File: src/rtl/tpd_pkg.sv
`timescale 1ns / 1ps
// Shared types and constants for the telemetry packet deframer.
// No dependencies; imported by every module of the block.
package tpd_pkg;

	localparam int GROUP_SLOTS_DEF         = 8;
	localparam int WORDS_PER_SUBPACKET_DEF = 4;
	localparam int MASK_W                  = 16;
	localparam int WORD_SHIFT_W            = 24;
	localparam int CFG_INDEX_W             = 2;

	localparam logic [7:0] HDR_FIRST  = 8'h50;
	localparam logic [7:0] HDR_SECOND = 8'h41;

	localparam logic [7:0] CONTROL_ID_RST  = 8'd49;
	localparam logic [7:0] GUIDANCE_ID_RST = 8'd54;
	localparam logic [7:0] END_MARKER_RST  = 8'd35;

	localparam logic [1:0] CONTROL_SLOTS  = 2'd3;
	localparam logic [1:0] GUIDANCE_SLOTS = 2'd2;

	typedef enum logic [CFG_INDEX_W-1:0] {
		CFG_CONTROL_ID  = 2'd0,
		CFG_GUIDANCE_ID = 2'd1,
		CFG_END_MARKER  = 2'd2,
		CFG_UNUSED      = 2'd3
	} cfg_index_t;

	typedef enum logic [1:0] {
		KIND_CONTROL  = 2'd0,
		KIND_GUIDANCE = 2'd1,
		KIND_STOP     = 2'd2,
		KIND_NONE     = 2'd3
	} kind_t;

	typedef enum logic [1:0] {
		SK_CONTROL  = 2'd0,
		SK_GUIDANCE = 2'd1,
		SK_RSVD     = 2'd2,
		SK_UNKNOWN  = 2'd3
	} sub_kind_t;

	typedef enum logic [8:0] {
		PH_IDLE    = 9'b0_0000_0001,
		PH_HDR2    = 9'b0_0000_0010,
		PH_MASK_LO = 9'b0_0000_0100,
		PH_MASK_HI = 9'b0_0000_1000,
		PH_ID      = 9'b0_0001_0000,
		PH_WORDS   = 9'b0_0010_0000,
		PH_CRC     = 9'b0_0100_0000,
		PH_TERM    = 9'b0_1000_0000,
		PH_IGNORE  = 9'b1_0000_0000
	} phase_t;

	typedef struct packed {
		logic [7:0] data_byte;
		logic       packet_start;
	} in_item_t;

	typedef struct packed {
		kind_t       kind;
		logic [1:0]  slot;
		logic [31:0] value_bits;
		logic        stop_flag;
	} out_item_t;

	typedef struct packed {
		logic [7:0] control_id;
		logic [7:0] guidance_id;
		logic [7:0] end_marker;
	} cfg_t;

endpackage

File: src/rtl/tpd_cfg_regs.sv
`timescale 1ns / 1ps
// Configuration register file of the deframer: id bytes and end marker.
// Depends on tpd_pkg.
module tpd_cfg_regs (
	input  logic                         clk,
	input  logic                         arst_n,
	input  logic                         wr_en,
	input  logic [tpd_pkg::CFG_INDEX_W-1:0] wr_index,
	input  logic [7:0]                   wr_data,
	output tpd_pkg::cfg_t                cfg
);
	import tpd_pkg::*;

	cfg_t cfg_q;

	always_ff @(posedge clk or negedge arst_n) begin
		if (!arst_n) begin
			cfg_q.control_id  <= CONTROL_ID_RST;
			cfg_q.guidance_id <= GUIDANCE_ID_RST;
			cfg_q.end_marker  <= END_MARKER_RST;
		end else if (wr_en) begin
			unique case (cfg_index_t'(wr_index))
				CFG_CONTROL_ID:  cfg_q.control_id  <= wr_data;
				CFG_GUIDANCE_ID: cfg_q.guidance_id <= wr_data;
				CFG_END_MARKER:  cfg_q.end_marker  <= wr_data;
				default: ;
			endcase
		end
	end

	assign cfg = cfg_q;

endmodule

File: src/rtl/tpd_parser.sv
`timescale 1ns / 1ps
// Byte-level packet parser: header check, group mask, subpacket words, terminator.
// Depends on tpd_pkg; produces at most one result per accepted byte.
module tpd_parser #(
	parameter int GROUP_SLOTS         = tpd_pkg::GROUP_SLOTS_DEF,
	parameter int WORDS_PER_SUBPACKET = tpd_pkg::WORDS_PER_SUBPACKET_DEF
) (
	input  logic                clk,
	input  logic                arst_n,
	input  logic                accept,
	input  tpd_pkg::in_item_t   item,
	input  tpd_pkg::cfg_t       cfg,
	output logic                res_valid,
	output tpd_pkg::out_item_t  res
);
	import tpd_pkg::*;

	localparam int GB_W  = (GROUP_SLOTS > 1) ? $clog2(GROUP_SLOTS) : 1;
	localparam int TOTAL = 4 * WORDS_PER_SUBPACKET;
	localparam int BC_W  = (TOTAL > 4) ? $clog2(TOTAL) : 2;
	localparam logic [BC_W-1:0] BC_LAST = BC_W'(TOTAL - 1);

	phase_t                  phase_q;
	logic [MASK_W-1:0]       mask_q;
	logic [GB_W-1:0]         group_bit_q;
	logic [BC_W-1:0]         byte_count_q;
	sub_kind_t               sub_kind_q;
	logic [WORD_SHIFT_W-1:0] word_shift_q;

	phase_t                  phase_d;
	logic [MASK_W-1:0]       mask_d;
	logic [GB_W-1:0]         group_bit_d;
	logic [BC_W-1:0]         byte_count_d;
	sub_kind_t               sub_kind_d;
	logic [WORD_SHIFT_W-1:0] word_shift_d;

	logic [MASK_W-1:0]       seek_mask;
	logic [GB_W:0]           seek_from;
	logic                    seek_found;
	logic [GB_W-1:0]         seek_idx;
	logic [7:0]              b;
	logic [1:0]              pos;
	logic [2:0]              word;

	assign b    = item.data_byte;
	assign pos  = byte_count_q[1:0];
	assign word = 3'(byte_count_q >> 2);

	assign seek_mask = (phase_q == PH_MASK_HI) ? {b, mask_q[7:0]} : mask_q;
	assign seek_from = (phase_q == PH_MASK_HI) ? (GB_W+1)'(0) :
		(GB_W+1)'(group_bit_q) + (GB_W+1)'(1);

	// lowest set mask bit at or above seek_from
	always_comb begin
		seek_found = 1'b0;
		seek_idx   = '0;
		for (int i = GROUP_SLOTS - 1; i >= 0; i--) begin
			if (seek_mask[i] && ((GB_W+1)'(i) >= seek_from)) begin
				seek_found = 1'b1;
				seek_idx   = GB_W'(i);
			end
		end
	end

	always_comb begin
		phase_d      = phase_q;
		mask_d       = mask_q;
		group_bit_d  = group_bit_q;
		byte_count_d = byte_count_q;
		sub_kind_d   = sub_kind_q;
		word_shift_d = word_shift_q;
		res_valid    = 1'b0;
		res.kind       = KIND_CONTROL;
		res.slot       = '0;
		res.value_bits = '0;
		res.stop_flag  = 1'b0;

		if (item.packet_start) begin
			mask_d       = '0;
			group_bit_d  = '0;
			byte_count_d = '0;
			sub_kind_d   = SK_CONTROL;
			word_shift_d = '0;
			phase_d      = (b == HDR_FIRST) ? PH_HDR2 : PH_IGNORE;
		end else begin
			unique case (phase_q)
				PH_HDR2: begin
					phase_d = (b == HDR_SECOND) ? PH_MASK_LO : PH_IGNORE;
				end
				PH_MASK_LO: begin
					mask_d  = {8'h00, b};
					phase_d = PH_MASK_HI;
				end
				PH_MASK_HI: begin
					mask_d      = {b, mask_q[7:0]};
					group_bit_d = seek_found ? seek_idx : '0;
					phase_d     = seek_found ? PH_ID : PH_TERM;
				end
				PH_ID: begin
					if (b == cfg.control_id) begin
						sub_kind_d = SK_CONTROL;
					end else if (b == cfg.guidance_id) begin
						sub_kind_d = SK_GUIDANCE;
					end else begin
						sub_kind_d = SK_UNKNOWN;
					end
					byte_count_d = '0;
					word_shift_d = '0;
					phase_d      = PH_WORDS;
				end
				PH_WORDS: begin
					case (pos)
						2'd0: word_shift_d = {word_shift_q[23:8], b};
						2'd1: word_shift_d = {word_shift_q[23:16], b, word_shift_q[7:0]};
						2'd2: word_shift_d = {b, word_shift_q[15:0]};
						default: begin
							word_shift_d   = '0;
							res.slot       = word[1:0];
							res.value_bits = {b, word_shift_q};
							if (sub_kind_q == SK_CONTROL && word <= 3'(CONTROL_SLOTS)) begin
								res_valid = 1'b1;
								res.kind  = KIND_CONTROL;
							end else if (sub_kind_q == SK_GUIDANCE &&
									word <= 3'(GUIDANCE_SLOTS)) begin
								res_valid = 1'b1;
								res.kind  = KIND_GUIDANCE;
							end
						end
					endcase
					if (byte_count_q == BC_LAST) begin
						byte_count_d = '0;
						phase_d      = PH_CRC;
					end else begin
						byte_count_d = byte_count_q + BC_W'(1);
					end
				end
				PH_CRC: begin
					group_bit_d = seek_found ? seek_idx : '0;
					phase_d     = seek_found ? PH_ID : PH_TERM;
				end
				PH_TERM: begin
					phase_d       = PH_IGNORE;
					res_valid     = 1'b1;
					res.kind      = KIND_STOP;
					res.stop_flag = (b == cfg.end_marker);
				end
				default: ;
			endcase
		end
		if (!accept) begin
			res_valid = 1'b0;
		end
	end

	always_ff @(posedge clk or negedge arst_n) begin
		if (!arst_n) begin
			phase_q      <= PH_IDLE;
			mask_q       <= '0;
			group_bit_q  <= '0;
			byte_count_q <= '0;
			sub_kind_q   <= SK_CONTROL;
			word_shift_q <= '0;
		end else if (accept) begin
			phase_q      <= phase_d;
			mask_q       <= mask_d;
			group_bit_q  <= group_bit_d;
			byte_count_q <= byte_count_d;
			sub_kind_q   <= sub_kind_d;
			word_shift_q <= word_shift_d;
		end
	end

endmodule

File: src/rtl/tpd_out_skid.sv
`timescale 1ns / 1ps
// Result register with a skid stage, so the input side keeps flowing while
// a result waits. Depends on tpd_pkg.
module tpd_out_skid (
	input  logic               clk,
	input  logic               arst_n,
	input  logic               push,
	input  tpd_pkg::out_item_t push_data,
	output logic               full,
	output logic               out_valid,
	input  logic               out_stall,
	output tpd_pkg::out_item_t out_data
);
	import tpd_pkg::*;

	logic      main_v_q;
	logic      skid_v_q;
	out_item_t main_q;
	out_item_t skid_q;
	logic      main_free;

	assign main_free = !main_v_q || !out_stall;

	always_ff @(posedge clk or negedge arst_n) begin
		if (!arst_n) begin
			main_v_q <= 1'b0;
			skid_v_q <= 1'b0;
		end else if (main_free) begin
			if (skid_v_q) begin
				main_v_q <= 1'b1;
				skid_v_q <= 1'b0;
			end else begin
				main_v_q <= push;
			end
		end else if (push) begin
			skid_v_q <= 1'b1;
		end
	end

	always_ff @(posedge clk) begin
		if (main_free) begin
			main_q <= skid_v_q ? skid_q : push_data;
		end
		if (!main_free && push) begin
			skid_q <= push_data;
		end
	end

	assign full      = skid_v_q;
	assign out_valid = main_v_q;
	assign out_data  = main_q;

endmodule

File: src/rtl/telemetry_packet_deframer_core.sv
`timescale 1ns / 1ps
// Top level of the telemetry packet deframer.
// Depends on tpd_pkg, tpd_cfg_regs, tpd_parser and tpd_out_skid.
//
//   channel   handshake            payload
//   in        in_valid / in_stall  in_data   (data_byte, packet_start)
//   out       out_valid / out_stall out_data (kind, slot, value_bits, stop_flag)
//   cfg       cfg_valid / cfg_ready cfg_index, cfg_data
//
// One byte per cycle while in_stall is low; out_data is a registered result.
// Parser state sits in one register bank updated per byte; results pass
// through a result register and a one-entry skid stage.
// in_stall rises only while the skid stage holds a result.
// Reset returns the registers to '1', '6', '#' and the parser to idle.
module telemetry_packet_deframer_core #(
	parameter int GROUP_SLOTS         = tpd_pkg::GROUP_SLOTS_DEF,
	parameter int WORDS_PER_SUBPACKET = tpd_pkg::WORDS_PER_SUBPACKET_DEF
) (
	input  logic                            clk,
	input  logic                            arst_n,
	input  logic                            in_valid,
	output logic                            in_stall,
	input  tpd_pkg::in_item_t               in_data,
	output logic                            out_valid,
	input  logic                            out_stall,
	output tpd_pkg::out_item_t              out_data,
	input  logic                            cfg_valid,
	output logic                            cfg_ready,
	input  logic [tpd_pkg::CFG_INDEX_W-1:0] cfg_index,
	input  logic [7:0]                      cfg_data
);
	import tpd_pkg::*;

	cfg_t      cfg;
	logic      accept;
	logic      res_valid;
	out_item_t res;
	logic      skid_full;

	assign cfg_ready = 1'b1;
	assign in_stall  = skid_full;
	assign accept    = in_valid && !skid_full;

	tpd_cfg_regs u_cfg (
		.clk      (clk),
		.arst_n   (arst_n),
		.wr_en    (cfg_valid && cfg_ready),
		.wr_index (cfg_index),
		.wr_data  (cfg_data),
		.cfg      (cfg)
	);

	tpd_parser #(
		.GROUP_SLOTS         (GROUP_SLOTS),
		.WORDS_PER_SUBPACKET (WORDS_PER_SUBPACKET)
	) u_parser (
		.clk       (clk),
		.arst_n    (arst_n),
		.accept    (accept),
		.item      (in_data),
		.cfg       (cfg),
		.res_valid (res_valid),
		.res       (res)
	);

	tpd_out_skid u_out (
		.clk       (clk),
		.arst_n    (arst_n),
		.push      (res_valid),
		.push_data (res),
		.full      (skid_full),
		.out_valid (out_valid),
		.out_stall (out_stall),
		.out_data  (out_data)
	);

endmodule
File: config.mk
export PLATFORM = sky130hd
export DESIGN_NAME = telemetry_packet_deframer_core
export DESIGN_NICKNAME = d
export VERILOG_FILES = /design/src/rtl/tpd_pkg.sv /design/src/rtl/tpd_cfg_regs.sv /design/src/rtl/tpd_parser.sv /design/src/rtl/tpd_out_skid.sv /design/src/rtl/telemetry_packet_deframer_core.sv
export SDC_FILE = /design/constraint.sdc
export NUM_CORES = 1
export LEC_CHECK = 0
export BUFFER_PORTS_ARGS = -buffer_cell sky130_fd_sc_hd__buf_4
export CAP_MARGIN = 5
export CORE_MARGIN = 8
export CORE_UTILIZATION = 25
export CTS_BUF_LIST = sky130_fd_sc_hd__clkbuf_8
export DETAILED_ROUTE_END_ITERATION = 8
export GPL_TIMING_DRIVEN = 0
export HOLD_SLACK_MARGIN = 0.15
export MAX_ROUTING_LAYER = met4
export SETUP_SLACK_MARGIN = 0.5
export SLEW_MARGIN = 10
export SYNTH_ARGS = -nofsm -noshare
export SYNTH_HDL_FRONTEND = slang
export SYNTH_SLANG_ARGS = --single-unit
File: constraint.sdc
create_clock -name clk -period 9.35 [get_ports clk]
set_clock_uncertainty 0.15 [all_clocks]
set_input_delay 0.935 -clock clk [delete_from_list [all_inputs] [get_ports clk]]
set_output_delay 0.935 -clock clk [all_outputs]
set_load 0.05 [all_outputs]
* Word level (Yosys, flattened, before mapping) *
Index checks and enable logic that the tools add are counted.

cells by class
  add/subtract/negate cells = 2
  magnitude comparators = 10
  equality and inequality tests = 23
  multiplexer cells = 55
  reductions and logical operators = 39

operator list
  cell                  number
  $mux W37              2
  $pmux W24 S3          1
  $pmux W9 S6           1
  $pmux W24 S2          1
  $mux W36              1
  $mux W9               4
  $mux W34              1
  $mux W3               11
  $pmux W16 S2          1
  $eq A8 B8 Y1          3
  $mux W24              1
  $mux W1               18
  $eq A8 B7 Y1 const B  2
  $ge A3 B4 Y1 const A  4
  $mux W16              1
  $logic_and A1 B1 Y1   12
  $mux W4               3
  $reduce_and A2 Y1     6
  $reduce_and A4 Y1     3
  $mux W2               5
  $eq A9 B2 Y1 const B  1
  $eq A9 B3 Y1 const B  1
  $eq A9 B4 Y1 const B  1
  $eq A9 B5 Y1 const B  1
  27 further kinds      44

word-level totals
  flip-flop bits (word level) = 150
  word-level logic and storage cells = 150

* Logic depth before layout (Yosys ltp) *
Gate-level depths: netlist of the first run.

  depth in word-level cells = 15
  gate-level depth with buffers = 9
  depth with buffers taken out = 7

* By module *
A second synthesis of the first run with hierarchy kept.

unflattened totals
  cells, all modules = 549
  area, all modules = 7231.9 µm²

modules (own cells, without submodules)
  module                          times used  cells an instance  area an instance (µm²)  seq. area each (µm²)
  tpd_parser                      1           374                3497.1                  1252.5
  tpd_out_skid                    1           121                2785.2                  2272.2
  tpd_cfg_regs                    1           51                 924.6                   613.1
  telemetry_packet_deframer_core  1           3                  25.0                    0.0

* Worst setup path before layout of the first run *
OpenSTA, ideal clock, no wires.

  path type = input -> register
  start = in out_stall
  end = reg u_out.skid_q[0] (netlist name), enable pin
  setup time = 0.485 ns
  arrival time = 4.616 ns
  data required time = 8.715 ns
  setup slack = 4.099 ns
  stages on the path = 2
  buffers on the path = 0
  path through = nand2_1 > nor3b_1

on the way
  longest elaborated chain between the ends = 4

RTL lines
  element                 RTL line                              source
  start: declaration      telemetry_packet_deframer_core.sv:25  input logic out_stall,
  $logic_not A1 Y1        tpd_out_skid.sv:22                    assign main_free = !main_v_q || !out_stall;
  $logic_or A1 B1 Y1      tpd_out_skid.sv:22
  $logic_not A1 Y1        tpd_out_skid.sv:44                    if (!main_free && push) begin
  $logic_and A1 B1 Y1     tpd_out_skid.sv:44
  end signal: assignment  tpd_out_skid.sv:45                    skid_q <= push_data;
  end: declaration        tpd_out_skid.sv:19                    out_item_t skid_q;

Every way passes these cells.
A chain may end at the register's enable or synchronous reset.

* Final worst setup path of the first run *
  start = reg u_parser.phase_q[2]
  end = reg u_out.skid_q[10] (netlist name), enable pin

on the way
  longest elaborated chain between the ends = 5
  elaborated cells on any way between the ends = 6
  classes of those cells = eq/ne (2); mux (3); reduce/logical (1)

RTL lines
  element                                       RTL line            source
  start: declaration                            tpd_parser.sv:23    phase_t phase_q;
  start signal: assignment                      tpd_parser.sv:164   phase_q <= phase_d;
  $eq A9 B8 Y1 or $eq A9 B6 Y1 (tied branches)  tpd_parser.sv:86    unique case (phase_q)
  $pmux W1 S2 (*)                               tpd_parser.sv:86
  $mux W1 (*)                                   tpd_parser.sv:78    if (item.packet_start) begin
  $mux W1 (*)                                   tpd_parser.sv:150   if (!accept) begin
  $logic_and A1 B1 Y1 (*)                       tpd_out_skid.sv:44

Every way passes the cells marked *; elsewhere a longest branch is shown, timed or not.

==> results of run 1 <==
==> worst max-delay path, delay by kind of cell (launching register included) <==
kind / cells / cell delay [ps]
simple gates: 4 / 1350
buf+inv: 4 / 840
flops: 1 / 360
compound gates: 1 / 280
==> cell usage in the layout (no fill, tap or decap), types with 3 or more instances in the layout <==
cell,instances
clkbuf_1,22
a21oi_1,6
clkbuf_8,17
buf_6,5
or4_4,4
ha_1,6
o21ai_0,49
a31oi_1,3
dfrtp_1,65
o31ai_2,3
a21o_1,4
or2_2,4
buf_4,61
nor3_1,9
o31ai_1,17
a22o_1,3
dfstp_2,11
edfxtp_1,74
inv_6,4
buf_2,4
nand3b_1,3
nand4_1,13
xor2_1,9
nor2_1,38
nand3_1,32
nand2_1,55
nor4_1,5
mux2_2,45
inv_8,6
o21a_1,3
inv_1,37
nor2b_1,3
and3_1,13
xnor2_1,19
clkinv_8,3
==> sequential cells by signal, indices dropped and copies added, names as in the netlist <==
register	count
u_parser.word_shift_q	24
u_parser.group_bit_q	3
u_out.out_valid	1
u_out.skid_q	37
u_out.out_data	37
u_parser.mask_q	8
u_parser.phase_q	9
u_parser.byte_count_q	4
u_parser.sub_kind_q	2
u_out.full	1
u_cfg.cfg	24
==> synth_stat cells (all sizes together), types with 4 or more instances <==
cell,count
or2,4
nand2,57
dfstp,11
o211ai,4
xnor2,19
nor4,6
and3,13
nor3,9
nor3b,4
dfrtp,65
edfxtp,74
nand3,32
inv,37
or4,4
mux2,45
ha,6
o31ai,20
clkbuf,23
nand4,13
a21oi,7
o21ai,51
a21o,4
buf,13
xor2,9
nor2,41
==> worst paths after layout <==
check	from	to	depth (start not counted)
worst max-delay path	u_parser.phase_q[2]	u_out.skid_q[10]	9
worst min-delay path	u_cfg.cfg[23]	u_cfg.cfg[23]	1
worst max register to register	u_parser.phase_q[2]	u_out.skid_q[10]	9
worst min register to register	u_cfg.cfg[23]	u_cfg.cfg[23]	1
max in group asynchronous	arst_n	u_out.out_valid	1
min in group asynchronous	arst_n	u_cfg.cfg[11]	1
==> layout make-up <==
class                           instances  area (um2)  area share (%)
Clock inverter                         15         169            2.02
Tap cell                              378         473            5.64
Buffer                                 36         179            2.13
Timing Repair Buffer                   59         474            5.66
Clock buffer                           17         234            2.79
Sequential cell                       150        4140            49.4
Inverter                               37         139            1.66
Multi-Input combinational cell        385        2580            30.7
==> cells by family after synthesis <==
kind of cell	after synthesis
buffers and inverters	73
other	1
AO/OA/AOI/OAI	104
AND/OR/NAND/NOR	200
adder cells (fa/ha/maj)	6
flip-flops	150
multiplexers	46
XOR/XNOR	28
==> layer usage <==
layer	vias up	GRT usage, %	wire length, um
met3	17	2.57	700
met4	0	2.73	170
met1	2308	12.6	7590
met2	103	16.4	7820
li1	2321	-	-
met5	-	-	0
==> power groups by stage <==
stage	sequential, mW	combinational [mW]	clock (mW)
floorplan	0.745	0.0792	0
global placement	0.748	0.110	0
detailed placement	0.750	0.111	0
CTS	0.735	0.112	0.520
global route	0.739	0.121	0.549
finish	0.735	0.109	0.504
==> per-stage QoR <==
step / worst slack, ps / std cells
global placement: 2270 / 1040
finish: 6090 / 1077
CTS: 6060 / 1077
detailed placement: 6010 / 1045
global route: 5920 / 1077
floorplan: 4100 / 608
==> summary.txt, run 1 <==
Synth
  – Compound-cell area share of the yosys netlist: under 10%
  – Leading area contributor after synthesis: edfxtp_1
  – Largest family of logic cells by synthesized area: simple AND/OR/NAND/NOR gates
  – Mapped cell area: 7020 um2
  – Syn nets: 638
  – Mux contribution to synthesized area: about 7.4%
  – Yosys Warn Count: 0
  – Sequential cell area fraction in the yosys report: between 50% and 60%
  – Synth top area cells: edfxtp_1 (32%), dfrtp_1 (23%), mux2_2 (7.2%), dfstp_2 (4.1%), o21ai_0 (3.5%)
  – Ys async rst share: between 50% and 60%
  – Adder-cell share of the synthesized area: under 10%
  – Netlist cell types: 64
  – Synth Area in Simple Gates: between 10 and 15%
  – Synth Area in XOR/XNOR: about 3.5%
  – Top-area cell type share of the netlist area: a little under a third
  – #FFs+latches synth: 150
  – Post-synth top flop: edfxtp_1
  – Cell count after synthesis: 608
  – Number of flops mapped to enable cells by yosys: 74
  – Post-Syn Area per Cell: 11.5 um2

STA
  – Final Max Tran Viols: 0
  – Max Clk Rate: 0.306 GHz
  – Total negative slack: 0 ps
  – Fin. Hold Viols: 0
  – Crit path time final: 3260 ps
  – Hold_ws: around 380 ps
  – Period utilization: between 30% and 40%
  – # setup viols final: 0
  – Worst Tran Pin Value: ~1000 ps
  – RSZ-0062 raised after global routing: false
  – Slew HR: 33.9%

Floorplan
  – Die width: approximately 180 um
  – Die H: 184 um
  – Core ar.: ~28,000 um2
  – Rows: 61
  – Top-level I/O count: 64
  – Starting Density: between 20% and 30%
  – Die area: ~34,000 um2

Place
  – I/O Buffers: 54
  – GPL Wtd Cong: approximately 0.85
  – DP Area: around 8000 um2
  – DP Wirelength: ~12,000 um

Power and ir drop
  – Logic pwr share: 8.1%
  – Share of power burned in registers: 54.5%
  – Switching Share: around 28%
  – Clock power share: 37.4%
  – Worst IR Drop VDD: 0.0831 mV
  – Pwr Density: 161 nW/um2
  – Pwr Total: between 1 and 1.5 mW
  – Cell Int Power: roughly 1000 uW
  – Leak pwr: about 3.4 nW
  – Sw power: around 370 uW

Routing
  – DRT Wirelength: 16,300 um
  – Via count: between 4,000 and 5,000
  – 1st-iter DRT viols: around 230
  – Final ANT Viol Nets: 0
  – Via-to-Cell Ratio: around 4.4
  – DR DRC count: 0
  – DRT Pass-1 Iters: 4
  – Wirelength per Cell: approximately 15 um

Critical path
  – CP required: around 9400 ps
  – Critical path class: reg2reg
  – Crit end category: register
  – Setup crit start kind: register
  – Critical Path Fanout Max: 11
  – Max stage delay cell, worst path: or4_4
  – Critical path arrival: 3290 ps
  – Cell mode on critical path: buf_4
  – CP cell instances: buf_2 -> or4_4 -> nor4_2 -> buf_4 -> nand2_2 -> o31ai_2 -> nor3b_2 -> buf_4 -> buf_6
  – Largest stage delay, worst path: between 500 and 600 ps
  – Setup slack, reg-to-reg: slightly above 6000 ps

Clocking
  – Post-CTS Resized: 0
  – Postcts setup bufs: 0
  – Clock Sinks: 150
  – Clock buffer count from CTS: 17
  – Hold_buf cts: 0
  – Cell chosen for the clock root: clkbuf_8
  – Worst-path clk slew: around 90 ps
  – Worst skew pair latency: 460 ps
  – Clock tree buffer depth: 2
  – H-tree levels: 4
  – CTS tree: done

Layout
  – Final Net Count: roughly 720
  – Final instance area: between 8000 and 9000 um2
  – Fill count: 2,833
  – Fraction of layout cells with a size suffix above 1: 27.0%
  – Diodes inserted: 0
  – Util after Layout: a little under a third
  – Area growth, synth to finish: 19.4%

Global routing
  – First-pass GRT wire length: 26,100 um
  – Gr usage total: 10.2%
  – Largest net degree at the start of global routing: between 70 and 80
  – Initial antenna violation count: 0
  – Vias in the first global route: 4,846
  – Grt ovf: 0

Worst hold path
  – HP Class: reg2reg

Run status
  – Status: finished, final reports clean

Job
  – Max-Cap Viols: 0
Note: power is estimated with default switching activity, not from simulation.
==> run 2: changes to the inputs <==
Settings changed: ABC_AREA from default to 1.
Clock period 9.35 ns to 2.7 ns, I/O delays scaled along.
==> run 2 against run 1 <==
  * Non-clock buffer count is 38 higher
  * Fmax is 51% higher
  * Global-route usage is 0.73 points higher
  * Critical endpoint is now u_out.skid_q[7]
  * Highest routed layer unchanged
==> summary.txt, run 2 <==
Routing
  – Via count: 5,327 (+12%)
  – Wirelength per Cell: 13.7 um (-9.2%)
  – DRT Pass-1 Iters: 5 (+1)
  – DRT Wirelength: 17,300 um (+6.2%)
  – DR DRC count: 0 (unchanged)
  – Via-to-Cell Ratio: 4.23 (-4.1%)
  – Final ANT Viol Nets: 0 (unchanged)
  – 1st-iter DRT viols: 356 (+58%)

Synth
  – Mapped cell area: 6930 um2 (-1.3%)
  – Commonest cells post-synth: nand2_1 (203), inv_1 (76), edfxtp_1 (74), nor2_1 (73), dfrtp_1 (65)
  – Post-Syn Area per Cell: 9.34 um2 (-19%)
  – Cell count after synthesis: 742 (+22%)
  – #FFs+latches synth: 150 (unchanged)
  – Syn nets: 772 (+21%)
  – Leading area contributor after synthesis: edfxtp_1
  – Number of flops mapped to enable cells by yosys: 74 (unchanged)
  – Synth top area cells: edfxtp_1 (32%), dfrtp_1 (23%), nand2_1 (11%), dfstp_2 (4.2%), nand3_1 (4.1%)
  – Yosys Warn Count: 0 (unchanged)
  – Most frequent cell after synthesis: nand2_1
  – Ys async rst share: 50.7% (unchanged)
  – Netlist cell types: 44 (-31%)
  – Sequential cell area fraction in the yosys report: 59.7% (+0.78 points)
  – Post-synth top flop: edfxtp_1
  – Top-area cell type share of the netlist area: 32.1% (+0.42 points)

Clocking
  – Worst skew pair latency: 450 ps (about the same)
  – Clock tree buffer depth: 2 (unchanged)
  – Cell chosen for the clock root: clkbuf_8
  – CTS tree: done
  – H-tree levels: 4 (unchanged)
  – Clock Sinks: 150 (unchanged)
  – Clock buffer count from CTS: 17 (unchanged)
  – Worst-path clk slew: 90 ps (about the same)

Floorplan
  – Rows: 61 (unchanged)
  – Starting Density: 25.1% (-0.19 points)
  – Die width: 182 um (-0.60%)
  – Top-level I/O count: 64 (unchanged)
  – Core ar.: 27,600 um2 (-0.55%)
  – Die H: 182 um (-0.60%)
  – Die area: 33,300 um2 (-1.2%)

STA
  – Crit path time final: 2170 ps (-1100 ps)
  – # setup viols final: 0 (unchanged)
  – RSZ-0062 raised after global routing: true
  – Final setup margin: 533 ps (-5550 ps)
  – Worst Tran Pin Value: 980 ps (-11.8 ps)
  – Hold_ws: 166 ps (-216 ps)
  – Slew HR: 34.7% (+0.79 points)
  – Fin. Hold Viols: 0 (unchanged)
  – Final Max Tran Viols: 0 (unchanged)
  – Period utilization: 80.2% (+45 points)
  – Max Clk Rate: 0.462 GHz (+51%)
  – Total negative slack: 0 ps (unchanged)

Critical path
  – Number of cells on the critical path: 11 (+2)
  – CP cell instances: nor2_2 -> nand2_2 -> inv_2 -> nand3_2 -> nor2_4 -> nand2_4 -> nor3_4 -> o21ai_4 -> nor2_4 -> buf_12 -> clkbuf_16
  – Critical path class: reg2reg
  – Critical path arrival: 2210 ps (-1080 ps)
  – Reg2Reg Depth: 11 (+2)
  – Critical Path Fanout Max: 4 (-7)
  – CP required: 2740 ps (-6640 ps)
  – Critical path's top delay family: simple AND/OR/NAND/NOR gates
  – Largest stage delay, worst path: 440 ps (-70 ps)
  – Max stage delay cell, worst path: dfrtp_1
  – Cell mode on critical path: nor2_4
  – Crit end category: register
  – Setup crit start kind: register
  – Critical path buffers and inverters: 3 (-1)

Power and ir drop
  – Worst IR Drop VDD: 0.217 mV (+160%)
  – Pwr Density: 564 nW/um2 (+250%)
  – Pwr Total: 4.99 mW (+270%)
  – Leak pwr: 4.00 nW (+17%)

Place
  – Worst slack, placed: -249 ps (-6260 ps)
  – I/O Buffers: 56 (+3.7%)
  – DP Wirelength: 11,800 um (+1.6%)
  – GPL Wtd Cong: 0.848 (+0.13%)

Global routing
  – Met2 Use GR: 16.4% (about the same)
  – First-pass GRT wire length: 27,900 um (+6.9%)
  – Met3 Use GR: 2.57% (-0.0040 points)
  – Grt ovf: 0 (unchanged)
  – Met1 Track Usage GR: 14.6% (+1.9 points)
  – Largest net degree at the start of global routing: 77 (unchanged)
  – Most Crowded Layer GR: met2
  – Initial antenna violation count: 1 (+1)
  – Vias in the first global route: 5,331 (+10%)
  – Gr usage total: 10.9% (+0.73 points)

Run status
  – Status: finished, final reports clean

Worst hold path
  – HP Class: in2reg
  – Hold Crit Depth: 3 (+2)

Layout
  – Final Net Count: 898 (+25%)
  – Commonest cells after routing, fill and taps aside: nand2_1 (200), inv_1 (76), edfxtp_1 (74)
  – Fraction of layout cells with a size suffix above 1: 20.1% (-6.9 points)
  – Commonest non-fill, non-tap cell in the layout: nand2_1
  – Area growth, synth to finish: 27.8%

Job
  – Max-Cap Viols: 0 (unchanged)
run 2: logic make-up after synthesis:
kind of cell    Yosys count  synth area share (%)
simple gates            371                  23.8
compound gates           84                  6.48
fa+ha+maj                 6                  1.08
buf+inv                 112                  6.56
other cells               1                0.0541
flops                   150                  59.7
xor+xnor                 18                  2.28
run 2: worst paths after layout:
| check | from | endpoint | slack, ps |
|---|---|---|---|
| setup reg to reg | u_parser.phase_q[6] | u_out.skid_q[7] | 530 |
| min in group asynchronous | arst_n | u_cfg.cfg[4] | 370 |
| max in group asynchronous | arst_n | u_parser.phase_q[8] | 1350 |
| hold reg to reg | u_parser.phase_q[0] | u_parser.phase_q[0] | 320 |
| setup / recovery | u_parser.phase_q[6] | u_out.skid_q[7] | 530 |
| hold / removal | in_data[1] | u_parser.mask_q[0] | 170 |
run 2: area by class of cell:
type                       count  area (um2)
antenna                        1        2.50
clock buffer                  17         234
fill                        2879       18700
multi-input combinational    481        2440
inverter                      85         324
timing repair buffer         106         956
buffer                        27         140
sequential                   150        4140
tap                          378         473
clock inverter                15         143
run 2: power breakdown:
part	total, mW	switching, mW	internal [mW]
clock	1.70	0.953	0.750
combinational	0.677	0.395	0.283
sequential	2.61	0.0989	2.51
run 2: layer usage:
metal,vias up,part of all wire (%)
met5,-,0
met4,0,0.90
met3,15,5.4
met2,139,45
met1,2506,48
li1,2667,-
run 2: repair_timing:
item | in CTS | in global routing
gates resized for setup | 9 | 21
setup endpoints to repair | 37 | 112
hold endpoints to repair | 104 | 0
hold buffers | 27 | 0
gates cloned | 2 | 2
pin swaps | 5 | 9
buffers inserted | 12 | 8
run 2: through the flow:
step,util (%),std cells,cell area (um2)
2_1_floorplan,-,742,6960
3_3_place_gp,28.5,1176,7850
3_5_place_dp,28.5,1176,7850
4_1_cts,31.6,1249,8710
5_1_grt,32.1,1260,8850
6_report,32.1,1260,8850
run 2: worst reg2reg max path, stage by stage (launching register included):
cell and delay [ps]:
dfrtp_1 440, nor2_2 180, nand2_2 100, inv_2 60, nand3_2 100, nor2_4 150
nand2_4 70, nor3_4 140, o21ai_4 100, nor2_4 140, buf_12 140, clkbuf_16 130
